**src/rtl/core/mfd_pkg.sv**
```systemverilog
`timescale 1ns / 1ps
package mfd_pkg;

	localparam int NUM_SLOTS = 6;

	localparam int ID_W   = 11;
	localparam int LEN_W  = 4;
	localparam int KIND_W = 5;
	localparam int SLOT_W = 3;
	localparam int STAT_W = 3;
	localparam int STEP_W = 3;
	localparam int S_DATA_W = 80;
	localparam int M_DATA_W = 40;

	localparam logic [ID_W-1:0] REPLY_ID  = 11'h7FF;
	localparam logic [ID_W-1:0] AUTO_BASE = 11'h205;

	localparam logic [1:0] MODE_RESP = 2'd0;
	localparam logic [1:0] MODE_AUTO = 2'd1;

	localparam logic [KIND_W-1:0] K_NONE     = 5'd0;
	localparam logic [KIND_W-1:0] K_MOTOR_ID = 5'd1;
	localparam logic [KIND_W-1:0] K_ERROR    = 5'd2;
	localparam logic [KIND_W-1:0] K_POS_RAW  = 5'd3;
	localparam logic [KIND_W-1:0] K_SPD_RAW  = 5'd4;
	localparam logic [KIND_W-1:0] K_CUR_RAW  = 5'd5;
	localparam logic [KIND_W-1:0] K_TEMP     = 5'd6;
	localparam logic [KIND_W-1:0] K_ANGLE_F  = 5'd7;
	localparam logic [KIND_W-1:0] K_CUR_INT  = 5'd8;
	localparam logic [KIND_W-1:0] K_SPEED_F  = 5'd9;
	localparam logic [KIND_W-1:0] K_CUR_F    = 5'd10;
	localparam logic [KIND_W-1:0] K_POWER_F  = 5'd11;
	localparam logic [KIND_W-1:0] K_AUTO_ANG = 5'd17;
	localparam logic [KIND_W-1:0] K_AUTO_SPD = 5'd18;
	localparam logic [KIND_W-1:0] K_FB_ID    = 5'd19;
	localparam logic [KIND_W-1:0] K_FB_CODE  = 5'd20;
	localparam logic [KIND_W-1:0] K_INSTR    = 5'd21;

	localparam logic [STAT_W-1:0] ST_WRITTEN = 3'd0;
	localparam logic [STAT_W-1:0] ST_EMPTY   = 3'd1;
	localparam logic [STAT_W-1:0] ST_SKIPPED = 3'd2;
	localparam logic [STAT_W-1:0] ST_RAISED  = 3'd3;
	localparam logic [STAT_W-1:0] ST_RANGE   = 3'd4;
	localparam logic [STAT_W-1:0] ST_NONE    = 3'd5;

	localparam logic [7:0] REPLY_OK   = 8'h01;
	localparam logic [7:0] FB_CODE_FF = 8'h06;
	localparam logic [7:0] FB_CODE_80 = 8'h80;
	localparam logic [7:0] FB_CODE_7F = 8'h05;

	typedef enum logic [3:0] {
		CL_SKIPPED,
		CL_EMPTY,
		CL_RAISED,
		CL_NO_DECODE,
		CL_REPLY,
		CL_ACK_ID,
		CL_ACK1,
		CL_ACK23,
		CL_ACK4_BAD,
		CL_ACK4,
		CL_ACK5,
		CL_AUTO
	} cls_t;

	typedef struct packed {
		cls_t              cls;
		logic [STEP_W-1:0] last_step;
		logic              ok;
		logic [SLOT_W-1:0] idx;
		logic              sel;
		logic [ID_W-1:0]   id;
		logic [7:0][7:0]   d;
		logic [KIND_W-1:0] xkind;
		logic [7:0]        xcode;
		logic [31:0]       xval;
	} rec_t;

	typedef struct packed {
		logic [KIND_W-1:0] kind;
		logic [SLOT_W-1:0] slot;
		logic [31:0]       value;
		logic              sel;
		logic [STAT_W-1:0] status;
	} res_t;

endpackage

```
**src/rtl/core/motor_feedback_frame_decoder_core.sv**
```systemverilog
`timescale 1ns / 1ps
// motor feedback frame decoder
// input stream: one bus frame per word, s_tuser marks the first frame of a
// message; output stream: one record write per word, m_tlast on the final
// write of a frame, m_tuser carries the written field kind
// cfg_wen/cfg_wdata write the communication mode; the user is to write it
// only while idle, the block does not enforce this
// a classifier takes a frame into a two-entry queue in the cycle it arrives;
// a sequencer then emits the frame's writes one per cycle from the queue head
// while the output is not stalled; the first write of a frame passes through
// the queue and then the output register; a frame has 1 to 6 writes, set by
// the sequencer stepping through its writes; frames are taken back to back
// while the queue has room
// when m_tready is low the output register holds its word, the sequencer
// waits and the queue fills, after which s_tready drops
// reset clears the mode to response mode, the skip flag, the queue and the
// output valid
module motor_feedback_frame_decoder_core (
	input  logic                          clk,
	input  logic                          arst_n,
	input  logic                          cfg_wen,
	input  logic [1:0]                    cfg_wdata,
	input  logic                          s_tvalid,
	output logic                          s_tready,
	// frame_id, frame_length, byte0 .. byte7, zero pad
	input  logic [mfd_pkg::S_DATA_W-1:0]  s_tdata,
	// start_of_message
	input  logic                          s_tuser,
	output logic                          m_tvalid,
	input  logic                          m_tready,
	// slot, value, scale_select, status, zero pad
	output logic [mfd_pkg::M_DATA_W-1:0]  m_tdata,
	// kind
	output logic [mfd_pkg::KIND_W-1:0]    m_tuser,
	output logic                          m_tlast
);

	mfd_pkg::rec_t  f_rec;
	mfd_pkg::rec_t  q_rec;
	logic           q_push;
	logic           q_full;
	logic           q_nempty;
	logic           q_pop;

	mfd_front u_front (
		.clk       (clk),
		.arst_n    (arst_n),
		.cfg_wen   (cfg_wen),
		.cfg_wdata (cfg_wdata),
		.s_tvalid  (s_tvalid),
		.s_tready  (s_tready),
		.s_tdata   (s_tdata),
		.s_tuser   (s_tuser),
		.q_full    (q_full),
		.push      (q_push),
		.rec       (f_rec)
	);

	mfd_queue u_queue (
		.clk       (clk),
		.arst_n    (arst_n),
		.push      (q_push),
		.wr_rec    (f_rec),
		.pop       (q_pop),
		.not_empty (q_nempty),
		.full      (q_full),
		.rd_rec    (q_rec)
	);

	mfd_back u_back (
		.clk      (clk),
		.arst_n   (arst_n),
		.q_valid  (q_nempty),
		.rec      (q_rec),
		.pop      (q_pop),
		.m_tvalid (m_tvalid),
		.m_tready (m_tready),
		.m_tdata  (m_tdata),
		.m_tuser  (m_tuser),
		.m_tlast  (m_tlast)
	);

endmodule

```
**src/rtl/core/mfd_front.sv**
```systemverilog
`timescale 1ns / 1ps
module mfd_front (
	input  logic                          clk,
	input  logic                          arst_n,
	input  logic                          cfg_wen,
	input  logic [1:0]                    cfg_wdata,
	input  logic                          s_tvalid,
	output logic                          s_tready,
	input  logic [mfd_pkg::S_DATA_W-1:0]  s_tdata,
	input  logic                          s_tuser,
	input  logic                          q_full,
	output logic                          push,
	output mfd_pkg::rec_t                 rec
);

	localparam logic [mfd_pkg::ID_W-1:0] NSLOT = mfd_pkg::ID_W'(mfd_pkg::NUM_SLOTS);

	logic [1:0] mode_q;
	logic       skip_q;

	logic [mfd_pkg::ID_W-1:0]  id;
	logic [mfd_pkg::LEN_W-1:0] len;
	logic [7:0][7:0]           d;
	logic [2:0]                ack;
	logic                      sk_eff;
	logic                      skip_nx;
	logic [mfd_pkg::ID_W-1:0]  id_r;
	logic [mfd_pkg::ID_W-1:0]  id_a;
	logic                      ok_r;
	logic                      ok_a;

	assign s_tready = !q_full;
	assign push     = s_tvalid && s_tready;

	always_comb begin
		id  = s_tdata[10:0];
		len = s_tdata[14:11];
		for (int i = 0; i < 8; i++) begin
			d[i] = s_tdata[15 + 8*i +: 8];
		end
		ack    = d[0][7:5];
		sk_eff = s_tuser ? 1'b0 : skip_q;
		id_r   = id - 11'd1;
		id_a   = id - mfd_pkg::AUTO_BASE;
		ok_r   = (id != 11'd0) && (id_r < NSLOT);
		ok_a   = (id >= mfd_pkg::AUTO_BASE) && (id_a < NSLOT);

		rec           = '0;
		rec.id        = id;
		rec.d         = d;
		rec.sel       = (id == 11'd3) || (id == 11'd4);
		rec.ok        = (mode_q == mfd_pkg::MODE_AUTO) ? ok_a : ok_r;
		rec.idx       = (mode_q == mfd_pkg::MODE_AUTO) ? id_a[2:0] : id_r[2:0];
		rec.cls       = mfd_pkg::CL_NO_DECODE;
		rec.last_step = 3'd0;
		skip_nx       = sk_eff;

		if (sk_eff) begin
			rec.cls = mfd_pkg::CL_SKIPPED;
		end else if (len == 4'd0) begin
			rec.cls = mfd_pkg::CL_EMPTY;
		end else if (id == mfd_pkg::REPLY_ID) begin
			if (d[2] != mfd_pkg::REPLY_OK) begin
				rec.cls = mfd_pkg::CL_RAISED;
				skip_nx = 1'b1;
			end else begin
				rec.cls       = mfd_pkg::CL_REPLY;
				rec.last_step = 3'd1;
				if (d[0] == 8'hFF && d[1] == 8'hFF) begin
					rec.xval  = {16'd0, d[3], d[4]};
					rec.xcode = mfd_pkg::FB_CODE_FF;
				end else if (d[0] == 8'h80 && d[1] == 8'h80) begin
					rec.xval  = 32'd0;
					rec.xcode = mfd_pkg::FB_CODE_80;
				end else if (d[0] == 8'h7F && d[1] == 8'h7F) begin
					rec.xval  = 32'd1;
					rec.xcode = mfd_pkg::FB_CODE_7F;
				end else begin
					rec.xval  = {16'd0, d[0], d[1]};
					rec.xcode = d[3];
				end
			end
		end else if (mode_q == mfd_pkg::MODE_RESP) begin
			case (ack)
				3'd1: begin
					rec.cls       = mfd_pkg::CL_ACK1;
					rec.last_step = 3'd5;
				end
				3'd2, 3'd3: begin
					rec.cls       = mfd_pkg::CL_ACK23;
					rec.last_step = 3'd4;
					rec.xkind     = (ack == 3'd2) ? mfd_pkg::K_ANGLE_F : mfd_pkg::K_SPEED_F;
					rec.xval      = {d[1], d[2], d[3], d[4]};
				end
				3'd4: begin
					if (len != 4'd3) begin
						rec.cls       = mfd_pkg::CL_ACK4_BAD;
						rec.last_step = 3'd2;
						skip_nx       = 1'b1;
					end else begin
						rec.cls       = mfd_pkg::CL_ACK4;
						rec.last_step = 3'd3;
					end
				end
				3'd5: begin
					rec.cls       = mfd_pkg::CL_ACK5;
					rec.last_step = 3'd2;
					if (d[1] >= 8'd1 && d[1] <= 8'd4 && len == 4'd6) begin
						rec.last_step = 3'd3;
						rec.xval      = {d[2], d[3], d[4], d[5]};
						case (d[1][2:0])
							3'd1:    rec.xkind = mfd_pkg::K_ANGLE_F;
							3'd2:    rec.xkind = mfd_pkg::K_SPEED_F;
							3'd3:    rec.xkind = mfd_pkg::K_CUR_F;
							default: rec.xkind = mfd_pkg::K_POWER_F;
						endcase
					end else if (d[1] >= 8'd5 && d[1] <= 8'd9 && len == 4'd4) begin
						rec.last_step = 3'd3;
						rec.xval      = {16'd0, d[2], d[3]};
						rec.xkind     = d[1][4:0] + 5'd7;
					end
				end
				default: begin
					rec.cls       = mfd_pkg::CL_ACK_ID;
					rec.last_step = 3'd1;
				end
			endcase
		end else if (mode_q == mfd_pkg::MODE_AUTO) begin
			rec.cls       = mfd_pkg::CL_AUTO;
			rec.last_step = 3'd5;
		end
	end

	always_ff @(posedge clk or negedge arst_n) begin
		if (!arst_n) begin
			mode_q <= mfd_pkg::MODE_RESP;
			skip_q <= 1'b0;
		end else begin
			if (cfg_wen) begin
				mode_q <= cfg_wdata;
			end
			if (push) begin
				skip_q <= skip_nx;
			end
		end
	end

endmodule

```
**src/rtl/core/mfd_queue.sv**
```systemverilog
`timescale 1ns / 1ps
module mfd_queue (
	input  logic           clk,
	input  logic           arst_n,
	input  logic           push,
	input  mfd_pkg::rec_t  wr_rec,
	input  logic           pop,
	output logic           not_empty,
	output logic           full,
	output mfd_pkg::rec_t  rd_rec
);

	mfd_pkg::rec_t mem_q [2];
	logic          wr_ptr_q;
	logic          rd_ptr_q;
	logic [1:0]    count_q;

	assign not_empty = count_q != 2'd0;
	assign full      = count_q == 2'd2;
	assign rd_rec    = mem_q[rd_ptr_q];

	always_ff @(posedge clk) begin
		if (push) begin
			mem_q[wr_ptr_q] <= wr_rec;
		end
	end

	always_ff @(posedge clk or negedge arst_n) begin
		if (!arst_n) begin
			wr_ptr_q <= 1'b0;
			rd_ptr_q <= 1'b0;
			count_q  <= 2'd0;
		end else begin
			if (push) begin
				wr_ptr_q <= !wr_ptr_q;
			end
			if (pop) begin
				rd_ptr_q <= !rd_ptr_q;
			end
			case ({push, pop})
				2'b10:   count_q <= count_q + 2'd1;
				2'b01:   count_q <= count_q - 2'd1;
				default: count_q <= count_q;
			endcase
		end
	end

endmodule

```
**src/rtl/core/mfd_back.sv**
```systemverilog
`timescale 1ns / 1ps
module mfd_back (
	input  logic                          clk,
	input  logic                          arst_n,
	input  logic                          q_valid,
	input  mfd_pkg::rec_t                 rec,
	output logic                          pop,
	output logic                          m_tvalid,
	input  logic                          m_tready,
	output logic [mfd_pkg::M_DATA_W-1:0]  m_tdata,
	output logic [mfd_pkg::KIND_W-1:0]    m_tuser,
	output logic                          m_tlast
);

	logic [mfd_pkg::STEP_W-1:0] step_q;
	logic                       ovalid_q;
	logic                       olast_q;
	mfd_pkg::res_t              ores_q;
	mfd_pkg::res_t              res;
	logic                       adv;
	logic                       at_last;

	function automatic mfd_pkg::res_t wr_slot(mfd_pkg::rec_t r, logic [4:0] k,
			logic [31:0] v);
		mfd_pkg::res_t o;
		o.kind   = k;
		o.value  = v;
		o.sel    = r.sel;
		o.slot   = r.ok ? r.idx : 3'd0;
		o.status = r.ok ? mfd_pkg::ST_WRITTEN : mfd_pkg::ST_RANGE;
		return o;
	endfunction

	function automatic mfd_pkg::res_t wr_plain(logic [4:0] k, logic [31:0] v);
		mfd_pkg::res_t o;
		o        = '0;
		o.kind   = k;
		o.value  = v;
		o.status = mfd_pkg::ST_WRITTEN;
		return o;
	endfunction

	function automatic mfd_pkg::res_t st_only(logic [2:0] s);
		mfd_pkg::res_t o;
		o        = '0;
		o.status = s;
		return o;
	endfunction

	function automatic logic [31:0] sx16(logic [15:0] v);
		return {{16{v[15]}}, v};
	endfunction

	function automatic logic [31:0] temp_of(logic [7:0] b);
		logic [8:0] t;
		logic [8:0] s;
		t = {1'b0, b} - 9'd50;
		s = t + {8'd0, t[8]};
		return {{24{s[8]}}, s[8:1]};
	endfunction

	function automatic mfd_pkg::res_t gen(mfd_pkg::rec_t r, logic [2:0] st);
		mfd_pkg::res_t o;
		o = '0;
		case (r.cls)
			mfd_pkg::CL_SKIPPED:   o = st_only(mfd_pkg::ST_SKIPPED);
			mfd_pkg::CL_EMPTY:     o = st_only(mfd_pkg::ST_EMPTY);
			mfd_pkg::CL_RAISED:    o = st_only(mfd_pkg::ST_RAISED);
			mfd_pkg::CL_NO_DECODE: o = st_only(mfd_pkg::ST_NONE);
			mfd_pkg::CL_REPLY: begin
				o = (st == 3'd0) ? wr_plain(mfd_pkg::K_FB_ID, r.xval)
				                 : wr_plain(mfd_pkg::K_FB_CODE, {24'd0, r.xcode});
			end
			mfd_pkg::CL_AUTO: begin
				case (st)
					3'd0:    o = wr_slot(r, mfd_pkg::K_MOTOR_ID, {21'd0, r.id});
					3'd1:    o = wr_slot(r, mfd_pkg::K_AUTO_ANG, {16'd0, r.d[0], r.d[1]});
					3'd2:    o = wr_slot(r, mfd_pkg::K_AUTO_SPD, sx16({r.d[2], r.d[3]}));
					3'd3:    o = wr_slot(r, mfd_pkg::K_CUR_INT, sx16({r.d[4], r.d[5]}));
					3'd4:    o = wr_slot(r, mfd_pkg::K_TEMP, {24'd0, r.d[6]});
					default: o = wr_slot(r, mfd_pkg::K_ERROR, {24'd0, r.d[7]});
				endcase
			end
			default: begin
				// response mode frames: motor id and error come first
				if (st == 3'd0) begin
					o = wr_slot(r, mfd_pkg::K_MOTOR_ID, {21'd0, r.id});
				end else if (st == 3'd1) begin
					o = wr_slot(r, mfd_pkg::K_ERROR, {27'd0, r.d[0][4:0]});
				end else begin
					case (r.cls)
						mfd_pkg::CL_ACK1: begin
							case (st)
								3'd2:    o = wr_slot(r, mfd_pkg::K_POS_RAW,
								                     {16'd0, r.d[1], r.d[2]});
								3'd3:    o = wr_slot(r, mfd_pkg::K_SPD_RAW,
								                     {20'd0, r.d[3], r.d[4][7:4]});
								3'd4:    o = wr_slot(r, mfd_pkg::K_CUR_RAW,
								                     {20'd0, r.d[4][3:0], r.d[5]});
								default: o = wr_slot(r, mfd_pkg::K_TEMP, temp_of(r.d[6]));
							endcase
						end
						mfd_pkg::CL_ACK23: begin
							case (st)
								3'd2:    o = wr_slot(r, r.xkind, r.xval);
								3'd3:    o = wr_slot(r, mfd_pkg::K_CUR_INT,
								                     sx16({r.d[5], r.d[6]}));
								default: o = wr_slot(r, mfd_pkg::K_TEMP, temp_of(r.d[7]));
							endcase
						end
						mfd_pkg::CL_ACK4_BAD: o = st_only(mfd_pkg::ST_RAISED);
						mfd_pkg::CL_ACK4: begin
							o = (st == 3'd2) ? wr_plain(mfd_pkg::K_INSTR, {24'd0, r.d[1]})
							                 : wr_plain(mfd_pkg::K_FB_CODE, {24'd0, r.d[2]});
						end
						mfd_pkg::CL_ACK5: begin
							o = (st == 3'd2) ? wr_plain(mfd_pkg::K_INSTR, {24'd0, r.d[1]})
							                 : wr_slot(r, r.xkind, r.xval);
						end
						default: o = '0;
					endcase
				end
			end
		endcase
		return o;
	endfunction

	assign res     = gen(rec, step_q);
	assign at_last = step_q == rec.last_step;
	assign adv     = q_valid && (!ovalid_q || m_tready);
	assign pop     = adv && at_last;

	assign m_tvalid = ovalid_q;
	assign m_tlast  = olast_q;
	assign m_tuser  = ores_q.kind;
	assign m_tdata  = {1'b0, ores_q.status, ores_q.sel, ores_q.value, ores_q.slot};

	always_ff @(posedge clk) begin
		if (adv) begin
			ores_q  <= res;
			olast_q <= at_last;
		end
	end

	always_ff @(posedge clk or negedge arst_n) begin
		if (!arst_n) begin
			step_q   <= '0;
			ovalid_q <= 1'b0;
		end else begin
			if (adv) begin
				ovalid_q <= 1'b1;
				step_q   <= at_last ? '0 : step_q + 3'd1;
			end else if (m_tready) begin
				ovalid_q <= 1'b0;
			end
		end
	end

endmodule

```
**config.mk**
```make
export PLATFORM = sky130hd
export DESIGN_NAME = motor_feedback_frame_decoder_core
export DESIGN_NICKNAME = d
export VERILOG_FILES = /design/src/rtl/core/mfd_pkg.sv /design/src/rtl/core/motor_feedback_frame_decoder_core.sv /design/src/rtl/core/mfd_front.sv /design/src/rtl/core/mfd_queue.sv /design/src/rtl/core/mfd_back.sv
export SDC_FILE = /design/constraint.sdc
export NUM_CORES = 1
export LEC_CHECK = 0
export BUFFER_PORTS_ARGS = -buffer_cell sky130_fd_sc_hd__buf_4
export CAP_MARGIN = 20
export CORE_MARGIN = 3
export CORE_UTILIZATION = 55
export DETAILED_ROUTE_END_ITERATION = 10
export PLACE_DENSITY_LB_ADDON = 0.25
export SLEW_MARGIN = 10
export SYNTH_ARGS = -nofsm -noshare
export SYNTH_HDL_FRONTEND = slang
export SYNTH_HIERARCHICAL = 1
export SYNTH_SLANG_ARGS = --single-unit
```
**constraint.sdc**
```tcl
create_clock -name clk -period 6.35 [get_ports clk]
set_input_delay 0.9525 -clock clk [delete_from_list [all_inputs] [get_ports clk]]
set_output_delay 0.9525 -clock clk [all_outputs]
set_load 0.01 [all_outputs]
```
=== After elaboration in Yosys (flattened, before gate mapping) ===
Memory sizes are Yosys's and may differ from the RTL's.
Index checks and enable logic that the tools add are counted.

* Bits in registers: 56
* RAM bits: 264
* Output and inout port bits: 48
* Logic and storage cells: 158
* Memories: 1

{| class="wikitable"
|+ Memories
! name !! depth !! width !! read ports !! clocked after memory_dff !! write ports !! RTL line !! source
|-
| u_queue.mem_q || 2 || 132 || 1 || 0 || 1 || mfd_queue.sv:13 || <nowiki>mfd_pkg::rec_t mem_q [2];</nowiki>
|}

* Add/subtract/negate cells: 10
* $lt $le $gt $ge: 7
* Equality and inequality tests: 40
* Muxes and demuxes: 60
* Reductions and logical operators: 27

{| class="wikitable"
|+ Operator list
! kind !! count
|-
| 44-bit case mux with 5 select lines || 2
|-
| 44-bit case mux with 6 select lines || 1
|-
| 40-bit two-way mux || 5
|-
| 44-bit two-way mux || 3
|-
| 42-bit case mux with 3 select lines || 1
|-
| 32-bit two-way mux || 3
|-
| 45-bit two-way mux || 2
|-
| 44-bit case mux with 2 select lines || 1
|-
| 32-bit case mux with 2 select lines || 1
|-
| 42-bit two-way mux || 1
|-
| 8-bit == test (second input constant) || 4
|-
| 7-bit case mux with 4 select lines || 1
|-
| 3-bit two-way mux || 8
|-
| 11-bit by 3-bit less-than comparator with 1-bit output (second input constant) || 2
|-
| 7-bit two-way mux || 3
|-
| 4-bit by 3-bit == test with 1-bit output (second input constant) || 5
|-
| 5-bit two-way mux || 4
|-
| 9-bit by 1-bit adder with 9-bit output || 2
|-
| 3-bit by 2-bit == test with 1-bit output (second input constant) || 6
|-
| 8-bit by 6-bit subtractor with 9-bit output (second input constant) || 2
|-
| 4-bit == test (second input constant) || 4
|-
| 8-bit by 7-bit == test with 1-bit output (second input constant) || 2
|-
| 16-bit two-way mux || 1
|-
| 4-bit two-way mux || 4
|-
| other kinds (37) || 76
|}

=== Logic depth before layout (Yosys ltp) ===
* Depth after elaboration: 10
* Gate-level depth with buffers: 15
* Gate-level depth less buffers: 10

=== Cells and area by module ===
Netlist, hierarchy kept.

{| class="wikitable"
|+ By module, submodules not included
! module !! instances !! cells each !! area an instance (um^2)
|-
| mfd_queue || 1 || 427 || 9994.6
|-
| mfd_back || 1 || 663 || 5197.5
|-
| mfd_front || 1 || 405 || 2801.4
|}

=== Worst setup path before layout ===
Ideal clock, no wire load.

* Path type: input port to flip-flop
* From: in s_tvalid
* To: mem u_queue/mem_q[0][0] (netlist bit) (enable)
* Arrival: 6.813 ns
* Required time: 5.726 ns
* Setup slack: -1.087 ns
* Stages: 3
* Buffers on the path: 0
* Cell sequence: nor2b_1 -> inv_1 -> nor2_1

* Longest elaborated chain between the ends: 3

{| class="wikitable"
|+ Ends and longest elaborated chain
! what !! RTL line !! source
|-
| start: declaration || motor_feedback_frame_decoder_core.sv:23 || <nowiki>input logic s_tvalid,</nowiki>
|-
| 1-bit logical AND || mfd_front.sv:33 || <nowiki>assign push = s_tvalid && s_tready;</nowiki>
|-
| 1-bit two-way mux || mfd_queue.sv:23 || <nowiki>if (push) begin</nowiki>
|-
| 1-bit two-way mux (not written as such) || mfd_queue.sv:24 || <nowiki>mem_q[wr_ptr_q] <= wr_rec;</nowiki>
|-
| end: declaration || mfd_queue.sv:13 ||
|}

No other way between the ends.

==> impl_results.md <==
- Status: completed
- Register area share after synthesis: 53.1%
- Clock Path Buffers: 3
- Synth async-reset ratio: 3.44%
- Number of synthesized flops with an enable pin: 309
- Worst IR Drop VDD: 0.208 mV
- Crit start category: flop
- Gpl congestion: 0.982
- Leading area contributor after synthesis: edfxtp_1
- Ant. Diodes: 0
- Adder-cell share of the synthesized area: 1.32%
- Fin nets: 1,629
- WL/cell: 26.5 µm
- Die width: 187 µm
- Aggregate routed wire length: 52.5 mm
- Slowest cell on crit path: dfrtp_4
- CP max stage delay: 0.83 ns
- Fmax: 0.221 GHz
- Register bit total from synthesis: 320
- Final setup fails: 0
- Largest net degree at the start of global routing: 71
- Cell area after synthesis: 18,000 µm²
- P&R area growth vs syn: 10.4%
- Internal power: 5.78 mW
- WL met2: 22.5 mm
- Capturing element type of the critical path: flop
- Post-synthesis cell type count: 91
- Grt ovf: 0
- Input/output buffers: 133
- Worst Hold Class: in -> async
- Count leader, synth: edfxtp_1
- First-pass GRT wire length: 78.2 mm
- Synth warn: 6
- Synth top cells by count: 309 x edfxtp_1, 138 x nand2_1, 83 x a21oi_1, 78 x buf_4, 71 x mux2_2
- Routed Antenna Nets: 0
- Top delay family on crit path: simple AND/OR/NAND/NOR gates
- Post-synth top area share: 51.6%
- Tcrit/Tclk final: 71.2%
- Met3 wire length: 6.20 mm
- Final setup TNS: 0 ns
- Root Driver: clkbuf_16
- Post-synthesis compound-gate area fraction: 15.0%
- Static leakage: 7.29 nW
- Critical path arrival: 4.78 ns
- RSZ-0062 raised after global routing: no
- Tot GR Track Use: 29.2%
- Simple-gate share of the synthesized area: 11.5%
- CP required: 6.61 ns
- Worst Path Buf+Inv: 0
- Initial antenna violation count: 1
- Number of I/O pins: 136
- Syn_nets: 1,602
- Dpl cell area: 18,700 µm²
- Vias per Instance: 6.61
- TritonCTS Buffers: 35
- Die area: 34,900 µm²
- Max-cap violations: 0
- Sw power: 3.55 mW
- Largest family of logic cells by synthesized area: compound AO/OA/AOI/OAI gates
- DRC: 0
- Worst-path fanout max: 36
- # hold bufs at CTS: 0
- Clock Latency Late Sink: 0.53 ns
- Number of DRC markers in iteration 0: 1,631
- Synthesized instance count: 1,495
- Drt pass-1 iters: 6
- M1 WL: 21.6 mm
- Comb power frac: 43.5%
- Total power: 9.33 mW
- Setup Skew: 0.0193 ns
- Post-CTS setup buffers: 0
- Core box area: 31,900 µm²
- H-tree depth: 2
- Crit path cell chain: mux2_4 > o311ai_2 > and3_1 > ha_1 > nor2b_1 > nand3_1 > a21oi_2 > nor4b_4 > nor3_2 > a211o_1
- Sw Ratio: 38.0%
- CTS tree: done
- Worst-margin pin slew: 1.20 ns
- Post-synth top flop: edfxtp_1
- Non-Filler Instances: 1,979
- Die Span Y: 187 µm
- Relative slew margins: 19.9%
- Vias in the first global route: 12,500
- FP Rows: 65
- Period minus WS final: 4.52 ns
- Pwr Density: 470 nW/µm²
- Proportion of synthesized area in mux cells: 11.1%
- Finished Cell Area: 19,900 µm²
- CTS Sinks: 320
- Clk network pwr share: 21.8%
- Via count: 13,100
- Share of power burned in registers: 34.7%
- Area contributors post-synth: edfxtp_1 52%, mux2_4 5.8%, mux2_2 4.4%, buf_4 3.3%, nand2_1 2.9%
- Post-CTS resize count: 0
- Uppermost layer routed: met5
- Placed wire-length estimate: 36.7 mm
- Slew Viols, Final: 0
- Reg clk slew, reported paths: 0.06 ns
- Hold Violations, Final: 0
- Starting Density: 56.4%
- # placed instances: 1,919
- Post-Synth XOR/XNOR Area: 1.31%
- Final core occ: 62.3%
- Crit Path Category: reg -> reg
- Syn avg cell area: 12.0 µm²
- Share of layout cells above drive strength 1: 25.1%
==> per-stage QoR <==
| step | setup WS, ns | hold WS [ns] |
|---|---|---|
| floorplan | 1.13 | 0.447 |
| global placement | 2.05 | 0.466 |
| detailed placement | 2.00 | 0.474 |
| CTS | 1.97 | 0.258 |
| global route | 1.63 | 0.262 |
| finish | 1.83 | 0.267 |
==> cell usage in the layout, fill, tap and decap left out, types with 26 or more instances in the layout <==
| master | n |
|---|---|
| o21ai_0 | 40 |
| clkbuf_16 | 35 |
| inv_1 | 26 |
| a21oi_1 | 83 |
| a22oi_1 | 43 |
| nor2_1 | 64 |
| mux2_2 | 71 |
| edfxtp_1 | 309 |
| mux2_4 | 70 |
| nand2_1 | 138 |
| buf_4 | 161 |
| nor3_1 | 26 |
==> worst paths after layout <==
kind	end	slack [ns]	cells after the start	startpoint
worst max-delay path	u_back/m_tdata[30]	1.83	10	u_queue/rd_ptr_q
worst min-delay path	u_back/step_q[2]	0.27	1	arst_n
worst max register to register	u_back/m_tdata[30]	1.83	10	u_queue/rd_ptr_q
worst min register to register	u_queue/count_q[1]	0.48	1	u_queue/count_q[1]
max in group asynchronous	u_queue/rd_ptr_q	5.90	1	arst_n
min in group clk	u_queue/count_q[1]	0.48	1	u_queue/count_q[1]
==> cell type report <==
type                            instances  area, µm²
Sequential cell                       320       9560
Inverter                               27        101
Multi-Input combinational cell        976       7270
Fill cell                            2528      12000
Timing Repair Buffer                  162       1240
Clock inverter                         19        235
Clock buffer                           40        915
Tap cell                              435        544
==> cell families (layout without fill, tap and decap cells) <==
group	after synthesis	in the layout
muxes	156	156
AOI/OAI and AO/OA	377	377
buffers and inverters	199	248
DFF	320	320
adders and majority gates	19	19
other	1	1
and+or+nand+nor	396	396
xor gates and xnor gates	27	27
==> worst register-to-register path, stage by stage, from the launching register on <==
cell and delay [ns]:
dfrtp_4 0.83, mux2_4 0.46, o311ai_2 0.42, and3_1 0.23, ha_1 0.15, nor2b_1 0.35, nand3_1 0.14, a21oi_2 0.19
nor4b_4 0.75, nor3_2 0.36, a211o_1 0.38
==> layer usage <==
layer / track usage [%] / vias up
li1: - / 5749
met1: 41.6 / 6273
met2: 43.5 / 910
met3: 7.68 / 147
met4: 10.7 / 2
met5: 0 / -
==> power groups by stage <==
| stage | Clock (mW) | Combinational, mW | Sequential (mW) |
|---|---|---|---|
| 4_1_cts | 2.07 | 3.97 | 3.24 |
| 3_3_place_gp | 0 | 3.91 | 3.25 |
| 6_report | 2.03 | 4.06 | 3.24 |
| 3_5_place_dp | 0 | 3.94 | 3.28 |
| 2_1_floorplan | 0 | 2.66 | 3.30 |
| 5_1_grt | 2.16 | 4.30 | 3.29 |
==> flip-flops by register name, indices dropped and copies added (netlist names) <==
| name | count |
|---|---|
| u_back/m_tdata | 39 |
| u_back/m_tlast | 1 |
| u_back/m_tuser | 5 |
| u_back/m_tvalid | 1 |
| u_back/step_q | 3 |
| u_front/mode_q | 2 |
| u_front/skip_q | 1 |
| u_queue/count_q | 2 |
| u_queue/mem_q | 264 |
| u_queue/rd_ptr_q | 1 |
| u_queue/wr_ptr_q | 1 |
Note: power is estimated with default switching activity, not from simulation.
